**config.mk**
```make
export PLATFORM = sky130hd
export DESIGN_NAME = unique_name_table_core_flat
export DESIGN_NICKNAME = d
export VERILOG_FILES = /design/src/rtl/unt_pkg.sv /design/src/rtl/unt_if.sv /design/src/rtl/unique_name_table_core.sv /design/src/rtl/unt_ram.sv /design/src/flat_wrapper.sv
export SDC_FILE = /design/constraint.sdc
export NUM_CORES = 1
export LEC_CHECK = 0
export BUFFER_PORTS_ARGS = -buffer_cell sky130_fd_sc_hd__buf_2
export CAP_MARGIN = 20
export CORE_MARGIN = 5
export CORE_UTILIZATION = 50
export CTS_BUF_LIST = sky130_fd_sc_hd__clkbuf_16
export DETAILED_ROUTE_END_ITERATION = 7
export PLACE_DENSITY = 0.66
export SLEW_MARGIN = 10
export SYNTH_ARGS = -nofsm -noshare
export SYNTH_HDL_FRONTEND = slang
export SYNTH_HIERARCHICAL = 1
export SYNTH_SLANG_ARGS = --single-unit
```
**constraint.sdc**
```tcl
create_clock -name clk -period 11.2 [get_ports clk]
set_clock_uncertainty 0.1 [all_clocks]
set_input_delay 0.56 -clock clk [delete_from_list [all_inputs] [get_ports clk]]
set_output_delay 0.56 -clock clk [all_outputs]
set_load 0.05 [all_outputs]
```
**src/rtl/unt_pkg.sv**
```systemverilog
// shared types, codes and helpers of the unique name table
// no dependencies
package unt_pkg;

	localparam int unsigned TableDepthDef = 16;
	localparam int unsigned NAME_W        = 72;
	localparam int unsigned CNT_OUT_W     = 5;

	typedef enum logic [1:0] {
		OP_CREATE = 2'd0,
		OP_DELETE = 2'd1,
		OP_LIST   = 2'd2,
		OP_NONE   = 2'd3
	} op_t;

	typedef enum logic [2:0] {
		ST_ADDED     = 3'd0,
		ST_EXISTS    = 3'd1,
		ST_DELETED   = 3'd2,
		ST_NOT_FOUND = 3'd3,
		ST_LISTED    = 3'd4,
		ST_FULL      = 3'd5,
		ST_EMPTY     = 3'd6
	} status_t;

	// a name ends at its first zero byte, later bytes are cleared
	function automatic logic [NAME_W-1:0] canon_name(logic [63:0] lo, logic [7:0] ninth);
		logic [NAME_W-1:0] n;
		logic              ended;
		int                i;
		ended = 1'b0;
		n     = '0;
		for (i = 0; i < 8; i++) begin
			if (lo[8*i +: 8] == 8'd0) begin
				ended = 1'b1;
			end
			n[8*i +: 8] = ended ? 8'd0 : lo[8*i +: 8];
		end
		n[71:64] = ended ? 8'd0 : ninth;
		return n;
	endfunction

endpackage

```
**src/rtl/unt_if.sv**
```systemverilog
// request and response channel interfaces of the unique name table
// no dependencies
interface unt_req_if;
	logic        valid;
	logic        ready;
	logic [1:0]  op;
	logic [63:0] name_low;
	logic [7:0]  name_ninth;

	modport source (output valid, output op, output name_low, output name_ninth, input ready);
	modport sink (input valid, input op, input name_low, input name_ninth, output ready);
endinterface

interface unt_rsp_if;
	logic        valid;
	logic        ready;
	logic [2:0]  status;
	logic [63:0] entry_low;
	logic [7:0]  entry_ninth;
	logic [4:0]  entry_count;
	logic        last;

	modport source (output valid, output status, output entry_low, output entry_ninth,
		output entry_count, output last, input ready);
	modport sink (input valid, input status, input entry_low, input entry_ninth,
		input entry_count, input last, output ready);
endinterface

```
**src/rtl/unique_name_table_core.sv**
```systemverilog
// unique name table: create, delete and list over a table held in one ram
// a search reads one entry per cycle and stops at a match, a delete then moves
// each later entry down one per cycle; a list reads its first entry at accept
// and loads one item per cycle while the response slot is free, else it waits
// reset clears the entry count and control state; the ram is not cleared, no sweep
// depends on unt_pkg, unt_if, unt_ram
module unique_name_table_core import unt_pkg::*; #(
	parameter int unsigned TABLE_DEPTH = TableDepthDef
) (
	input  logic      clk,
	input  logic      arst_n,
	unt_req_if.sink   req,
	unt_rsp_if.source rsp
);

	localparam int unsigned AW    = (TABLE_DEPTH > 1) ? $clog2(TABLE_DEPTH) : 1;
	localparam int unsigned CNT_W = $clog2(TABLE_DEPTH + 1);

	typedef enum logic [4:0] {
		S_IDLE  = 5'b00001,
		S_SRCH  = 5'b00010,
		S_SHIFT = 5'b00100,
		S_LIST  = 5'b01000,
		S_RESP  = 5'b10000
	} state_t;

	state_t            state_q, state_d;
	logic [CNT_W-1:0]  count_q, count_d;
	logic [CNT_W-1:0]  idx_q, idx_d;
	status_t           status_q, status_d;
	op_t               op_q;
	logic [NAME_W-1:0] name_q;

	logic                 out_valid_q;
	status_t              out_status_q;
	logic [63:0]          out_low_q;
	logic [7:0]           out_ninth_q;
	logic [CNT_OUT_W-1:0] out_count_q;
	logic                 out_last_q;

	logic              load_out;
	status_t           out_status_d;
	logic [NAME_W-1:0] out_entry_d;
	logic              out_last_d;

	logic              ram_we, ram_re;
	logic [AW-1:0]     ram_waddr, ram_raddr;
	logic [NAME_W-1:0] ram_wdata, ram_rdata;

	logic [NAME_W-1:0] in_name;
	op_t               in_op;
	logic              accept, slot_free, hit, at_end, full;
	logic [CNT_W-1:0]  idx_nxt, idx_nxt2;

	unt_ram #(
		.WIDTH (NAME_W),
		.DEPTH (TABLE_DEPTH)
	) u_store (
		.clk   (clk),
		.we    (ram_we),
		.waddr (ram_waddr),
		.wdata (ram_wdata),
		.re    (ram_re),
		.raddr (ram_raddr),
		.rdata (ram_rdata)
	);

	assign in_name   = canon_name(req.name_low, req.name_ninth);
	assign in_op     = op_t'(req.op);
	assign req.ready = (state_q == S_IDLE);
	assign accept    = req.valid & req.ready;
	assign slot_free = !out_valid_q || rsp.ready;
	assign idx_nxt   = idx_q + CNT_W'(1);
	assign idx_nxt2  = idx_q + CNT_W'(2);
	assign hit       = (ram_rdata == name_q);
	assign at_end    = (idx_nxt == count_q);
	assign full      = (count_q == CNT_W'(TABLE_DEPTH));

	always_comb begin
		state_d      = state_q;
		count_d      = count_q;
		idx_d        = idx_q;
		status_d     = status_q;
		ram_we       = 1'b0;
		ram_waddr    = '0;
		ram_wdata    = name_q;
		ram_re       = 1'b0;
		ram_raddr    = '0;
		load_out     = 1'b0;
		out_status_d = status_q;
		out_entry_d  = '0;
		out_last_d   = 1'b1;
		case (state_q)
			S_IDLE: begin
				if (accept) begin
					idx_d  = '0;
					ram_re = 1'b1;
					case (in_op)
						OP_CREATE: begin
							if (count_q == '0) begin
								ram_we    = 1'b1;
								ram_wdata = in_name;
								count_d   = CNT_W'(1);
								status_d  = ST_ADDED;
								state_d   = S_RESP;
							end else begin
								state_d = S_SRCH;
							end
						end
						OP_DELETE: begin
							if (count_q == '0) begin
								status_d = ST_NOT_FOUND;
								state_d  = S_RESP;
							end else begin
								state_d = S_SRCH;
							end
						end
						OP_LIST: begin
							if (count_q == '0) begin
								status_d = ST_EMPTY;
								state_d  = S_RESP;
							end else begin
								state_d = S_LIST;
							end
						end
						default: begin
							state_d = S_IDLE;
						end
					endcase
				end
			end
			S_SRCH: begin
				// compare entry idx while fetching the next one
				ram_re    = 1'b1;
				ram_raddr = idx_nxt[AW-1:0];
				if (hit) begin
					if (op_q == OP_CREATE) begin
						status_d = ST_EXISTS;
						state_d  = S_RESP;
					end else begin
						state_d = S_SHIFT;
					end
				end else if (at_end) begin
					state_d = S_RESP;
					if (op_q == OP_CREATE) begin
						if (full) begin
							status_d = ST_FULL;
						end else begin
							ram_we    = 1'b1;
							ram_waddr = count_q[AW-1:0];
							count_d   = count_q + CNT_W'(1);
							status_d  = ST_ADDED;
						end
					end else begin
						status_d = ST_NOT_FOUND;
					end
				end else begin
					idx_d = idx_nxt;
				end
			end
			S_SHIFT: begin
				// read data holds entry idx+1, it moves down to idx
				if (at_end) begin
					count_d  = count_q - CNT_W'(1);
					status_d = ST_DELETED;
					state_d  = S_RESP;
				end else begin
					ram_we    = 1'b1;
					ram_waddr = idx_q[AW-1:0];
					ram_wdata = ram_rdata;
					ram_re    = 1'b1;
					ram_raddr = idx_nxt2[AW-1:0];
					idx_d     = idx_nxt;
				end
			end
			S_LIST: begin
				if (slot_free) begin
					load_out     = 1'b1;
					out_status_d = ST_LISTED;
					out_entry_d  = ram_rdata;
					out_last_d   = at_end;
					if (at_end) begin
						state_d = S_IDLE;
					end else begin
						ram_re    = 1'b1;
						ram_raddr = idx_nxt[AW-1:0];
						idx_d     = idx_nxt;
					end
				end
			end
			S_RESP: begin
				if (slot_free) begin
					load_out = 1'b1;
					state_d  = S_IDLE;
				end
			end
			default: begin
				state_d = S_IDLE;
			end
		endcase
	end

	always_ff @(posedge clk or negedge arst_n) begin
		if (!arst_n) begin
			state_q     <= S_IDLE;
			count_q     <= '0;
			idx_q       <= '0;
			out_valid_q <= 1'b0;
		end else begin
			state_q <= state_d;
			count_q <= count_d;
			idx_q   <= idx_d;
			if (load_out) begin
				out_valid_q <= 1'b1;
			end else if (rsp.ready) begin
				out_valid_q <= 1'b0;
			end
		end
	end

	always_ff @(posedge clk) begin
		status_q <= status_d;
		if (accept) begin
			op_q   <= in_op;
			name_q <= in_name;
		end
		if (load_out) begin
			out_status_q <= out_status_d;
			out_low_q    <= out_entry_d[63:0];
			out_ninth_q  <= out_entry_d[71:64];
			out_count_q  <= CNT_OUT_W'(count_q);
			out_last_q   <= out_last_d;
		end
	end

	assign rsp.valid       = out_valid_q;
	assign rsp.status      = out_status_q;
	assign rsp.entry_low   = out_low_q;
	assign rsp.entry_ninth = out_ninth_q;
	assign rsp.entry_count = out_count_q;
	assign rsp.last        = out_last_q;

endmodule

```
**src/rtl/unt_ram.sv**
```systemverilog
// generic single-write, single-read ram with registered read data
// no dependencies
module unt_ram #(
	parameter int unsigned WIDTH = 72,
	parameter int unsigned DEPTH = 16,
	localparam int unsigned AW = (DEPTH > 1) ? $clog2(DEPTH) : 1
) (
	input  logic             clk,
	input  logic             we,
	input  logic [AW-1:0]    waddr,
	input  logic [WIDTH-1:0] wdata,
	input  logic             re,
	input  logic [AW-1:0]    raddr,
	output logic [WIDTH-1:0] rdata
);

	logic [WIDTH-1:0] mem_q [DEPTH];
	logic [WIDTH-1:0] rdata_q;

	always_ff @(posedge clk) begin
		if (we) begin
			mem_q[waddr] <= wdata;
		end
		if (re) begin
			rdata_q <= mem_q[raddr];
		end
	end

	assign rdata = rdata_q;

endmodule

```
**src/flat_wrapper.sv**
```systemverilog
// flat-port wrapper written by rule: the top's interface ports become plain ports
module unique_name_table_core_flat import unt_pkg::*;
#(
	parameter int unsigned TABLE_DEPTH = TableDepthDef
)
  (clk, arst_n, req_valid, req_op, req_name_low, req_name_ninth, req_ready, rsp_valid, rsp_status, rsp_entry_low, rsp_entry_ninth, rsp_entry_count, rsp_last, rsp_ready);
  unt_req_if req_i ();
  unt_rsp_if rsp_i ();
  input  logic clk;
  input  logic arst_n;
  input wire logic [$bits(req_i.valid)-1:0] req_valid;
  input wire logic [$bits(req_i.op)-1:0] req_op;
  input wire logic [$bits(req_i.name_low)-1:0] req_name_low;
  input wire logic [$bits(req_i.name_ninth)-1:0] req_name_ninth;
  output wire logic [$bits(req_i.ready)-1:0] req_ready;
  output wire logic [$bits(rsp_i.valid)-1:0] rsp_valid;
  output wire logic [$bits(rsp_i.status)-1:0] rsp_status;
  output wire logic [$bits(rsp_i.entry_low)-1:0] rsp_entry_low;
  output wire logic [$bits(rsp_i.entry_ninth)-1:0] rsp_entry_ninth;
  output wire logic [$bits(rsp_i.entry_count)-1:0] rsp_entry_count;
  output wire logic [$bits(rsp_i.last)-1:0] rsp_last;
  input wire logic [$bits(rsp_i.ready)-1:0] rsp_ready;
  assign req_i.valid = req_valid;
  assign req_i.op = req_op;
  assign req_i.name_low = req_name_low;
  assign req_i.name_ninth = req_name_ninth;
  assign req_ready = req_i.ready;
  assign rsp_valid = rsp_i.valid;
  assign rsp_status = rsp_i.status;
  assign rsp_entry_low = rsp_i.entry_low;
  assign rsp_entry_ninth = rsp_i.entry_ninth;
  assign rsp_entry_count = rsp_i.entry_count;
  assign rsp_last = rsp_i.last;
  assign rsp_i.ready = rsp_ready;
  unique_name_table_core #(.TABLE_DEPTH(TABLE_DEPTH)) u_core (.clk(clk), .arst_n(arst_n), .req(req_i), .rsp(rsp_i));
endmodule
```
==> out/metrics.yaml <==
chain_of_cells_forming_the_critical_path: "xnor2_1, nand4_1, nor4_1, nand4_1, or2_2, and4_1, a22o_1, nand3b_1, nor2_4, buf_4"
floorplan.io_pins: 161
worst_path_dominant_cell_family: "simple AND/OR/NAND/NOR gates"
die-area_um2: 116000
dp_hpwl_um: 80000
dr_total_vias: 28700
timing.reg2reg.worst_path_depth: 10
register_area_um2: 41900
syn-num-nets: 2764
syn-cell-area_um2: 54700
async_reset_ff_share_pct: 1.14
antenna_violations_before_repair: 3
detailedRoute.firstIterationViolations: 3811
period_share_pct: 58.2
hold-path-cell-count: 2
ys_ff_latch: 1398
detail_route.wirelength_um: 144000
tightestPinTransition_ps: 1210
critical-path-slowest-cell: "sky130_fd_sc_hd__buf_4"
first_pass_iters: 7
timing.setup.critical_path_class: "reg2reg"
finalSetupViolCount: 0
io_buffer_count: 160
critical_path.endpoint_type: "register"
initial_utilization_pct: 50.3
multi_input_area_um2: 12000
synthDistinctLibCells: 67
gate_count_post_synth: 2676
setup-tns-final_ps: 0
area_added_between_synthesis_and_finish_pct: 13.2
hold_slack_ps: 41.9
crit_path_max_fanout: 49
data_arrival_time_of_the_worst_path_ps: 6750
crit_top_cell: "sky130_fd_sc_hd__nand4_1"
worst-path-stages: 10
synth_enable_flop_cells: 1382
max_slew_margin_pct: 19.1
seq_total_area_yosys_pct: 76.6
cts_max_path_buffers: 3
design.core.area_um2: 109000
vias_per_cell: 6.49
fp.dieH_um: 341
tritoncts.num_buffers: 141
max_stage_delay_ps: 1040
finish.net_count: 2989
powerDensity_nw_per_um2: 229
run_status: "finished, final reports clean"
postSynthAreaPerCell_um2: 20.4
final_hold_violation_count: 0
layout.cells.most_common_list: "1382 x sky130_fd_sc_hd__edfxtp_1, 288 x sky130_fd_sc_hd__mux4_2, 160 x sky130_fd_sc_hd__buf_2"
std_cell_rows: 121
globalRouteTotalUtil_pct: 24.6
maxCapViolCount: 0
timing.fmax_mhz: 153
cellLeakagePower_nw: 19.8
cts-htree-levels: 4
post_drt_wl_per_cell_um: 32.5
first_global_vias: 28800
layout_commonest_cell: "sky130_fd_sc_hd__edfxtp_1"
yosys_most_used_dff: "sky130_fd_sc_hd__edfxtp_1"
cts_tree: "built"
holdCritPathClass: "in2reg"
cts_sinks: 1398
gp_congestion: 0.868
filler_cell_count: 7983
grt_first_pass_wirelength_um: 206000
grt_setup_unrepaired: "false"
startpoint_types: "register"
post-route-min-period_ps: 6520
power.ir.vdd_worst_uv: 141
overflow: 0
clock-root-buffer: "sky130_fd_sc_hd__clkbuf_16"
drt_drc_violations_left: 0
worstSkewPairLatency_ps: 740
clkTransAtPathRegs_ps: 60
cp_num_buf_inv: 1
slew_viol_final: 0
chipWidth_um: 341
synth_warnings: 6
pin_count_of_the_biggest_net_entering_global_routing: 128
required_arrival_time_at_the_worst_endpoint_ps: 11430
detail-route-antenna-nets: 0
final_layout_size_suffix_gt1_share_pct: 24.8
-- registers in the layout, indices dropped and copies added (netlist names) --
signal / flops
u_core/count_q: 5
u_core/idx_q: 5
u_core/name_q: 72
u_core/op_q: 2
u_core/rsp.entry_count: 5
u_core/rsp.entry_low: 64
u_core/rsp.entry_ninth: 8
u_core/rsp.last: 1
u_core/rsp.status: 3
u_core/rsp.valid: 1
u_core/state_q: 5
u_core/status_q: 3
u_core/u_store/mem_q: 1152
u_core/u_store/rdata: 72
-- report_power, final --
| group | switching (mW) | internal, mW | total (mW) |
|---|---|---|---|
| Combinational | 1.67 | 0.742 | 2.41 |
| Clock | 1.92 | 2.71 | 4.64 |
| Sequential | 0.297 | 6.86 | 7.15 |
| Total | 3.89 | 10.3 | 14.2 |
-- metrics by stage --
| step | setup WS (ps) | power, mW | instances | area, µm² | util [%] |
|---|---|---|---|---|---|
| 4_1_cts | 4690 | 14.3 | 4418 | 61800 | 56.9 |
| 3_5_place_dp | 4750 | 9.64 | 4159 | 57200 | 52.6 |
| 2_1_floorplan | 3110 | 8.72 | 2676 | 54700 | - |
| 6_report | 4680 | 14.2 | 4424 | 61900 | 57.0 |
| 5_1_grt | 4650 | 14.7 | 4422 | 61900 | 57.0 |
| 3_3_place_gp | 4710 | 9.54 | 4157 | 57100 | 52.5 |
-- cell usage after synthesis (all sizes together), types with 20 or more instances --
master	instances	area share, %
and2	115	1.3
nand2	116	0.80
xnor2	66	1.1
buf	56	0.83
clkbuf	92	0.63
mux4	288	12
nor4	20	0.23
a222oi	51	0.93
edfxtp	1382	76
inv	65	0.45
a22oi	157	2.2
nor2	36	0.25
and3	34	0.39
-- layer usage --
layer	global-route usage, %	part of all wire (%)	vias up
li1	-	-	11500
met4	6.42	2.4	2
met1	35.5	39	15200
met5	0	0.0090	-
met3	6.13	12	226
met2	38.0	47	1798
-- cell families after synthesis --
group | share of synthesized area, %
flip-flops | 76.6
AND/OR/NAND/NOR | 3.82
multiplexers | 12.0
AO/OA/AOI/OAI | 4.21
buffers and inverters | 1.92
XOR/XNOR | 1.21
adder cells (fa/ha/maj) | 0.242
-- final timing paths --
path | slack (ps) | from | end
min | 40 | req_name_low[22] | u_core/name_q[22]$_DFFE_PP_
max | 4680 | u_core/u_store/rdata[7]$_DFFE_PP_ | u_core/u_store/mem_q[9][15]$_DFFE_PP_
max in group asynchronous | 10480 | arst_n | u_core/state_q[0]$_DFFE_PN1P_
min reg2reg | 410 | u_core/status_q[2]$_DFFE_PP_ | u_core/rsp.status[2]$_DFFE_PP_
max reg2reg | 4680 | u_core/u_store/rdata[7]$_DFFE_PP_ | u_core/u_store/mem_q[9][15]$_DFFE_PP_
min in group asynchronous | 200 | arst_n | u_core/state_q[4]$_DFFE_PN0P_
-- area by class of cell --
class / instances / area share [%]
Sequential cell: 1398 / 67.7
Antenna cell: 2 / 0.00808
Inverter: 67 / 0.410
Timing Repair Buffer: 230 / 2.40
Tap cell: 1414 / 2.86
Clock buffer: 147 / 5.94
Multi-Input combinational cell: 1063 / 19.3
Clock inverter: 103 / 1.42
-- what timing repair did --
item	in CTS	in global routing
setup endpoints to repair	0	0
hold buffers	9	0
gates resized for setup	0	0
endpoints found under the hold margin	24	0
setup buffers	0	0
Note: power is estimated with default switching activity, not from simulation.
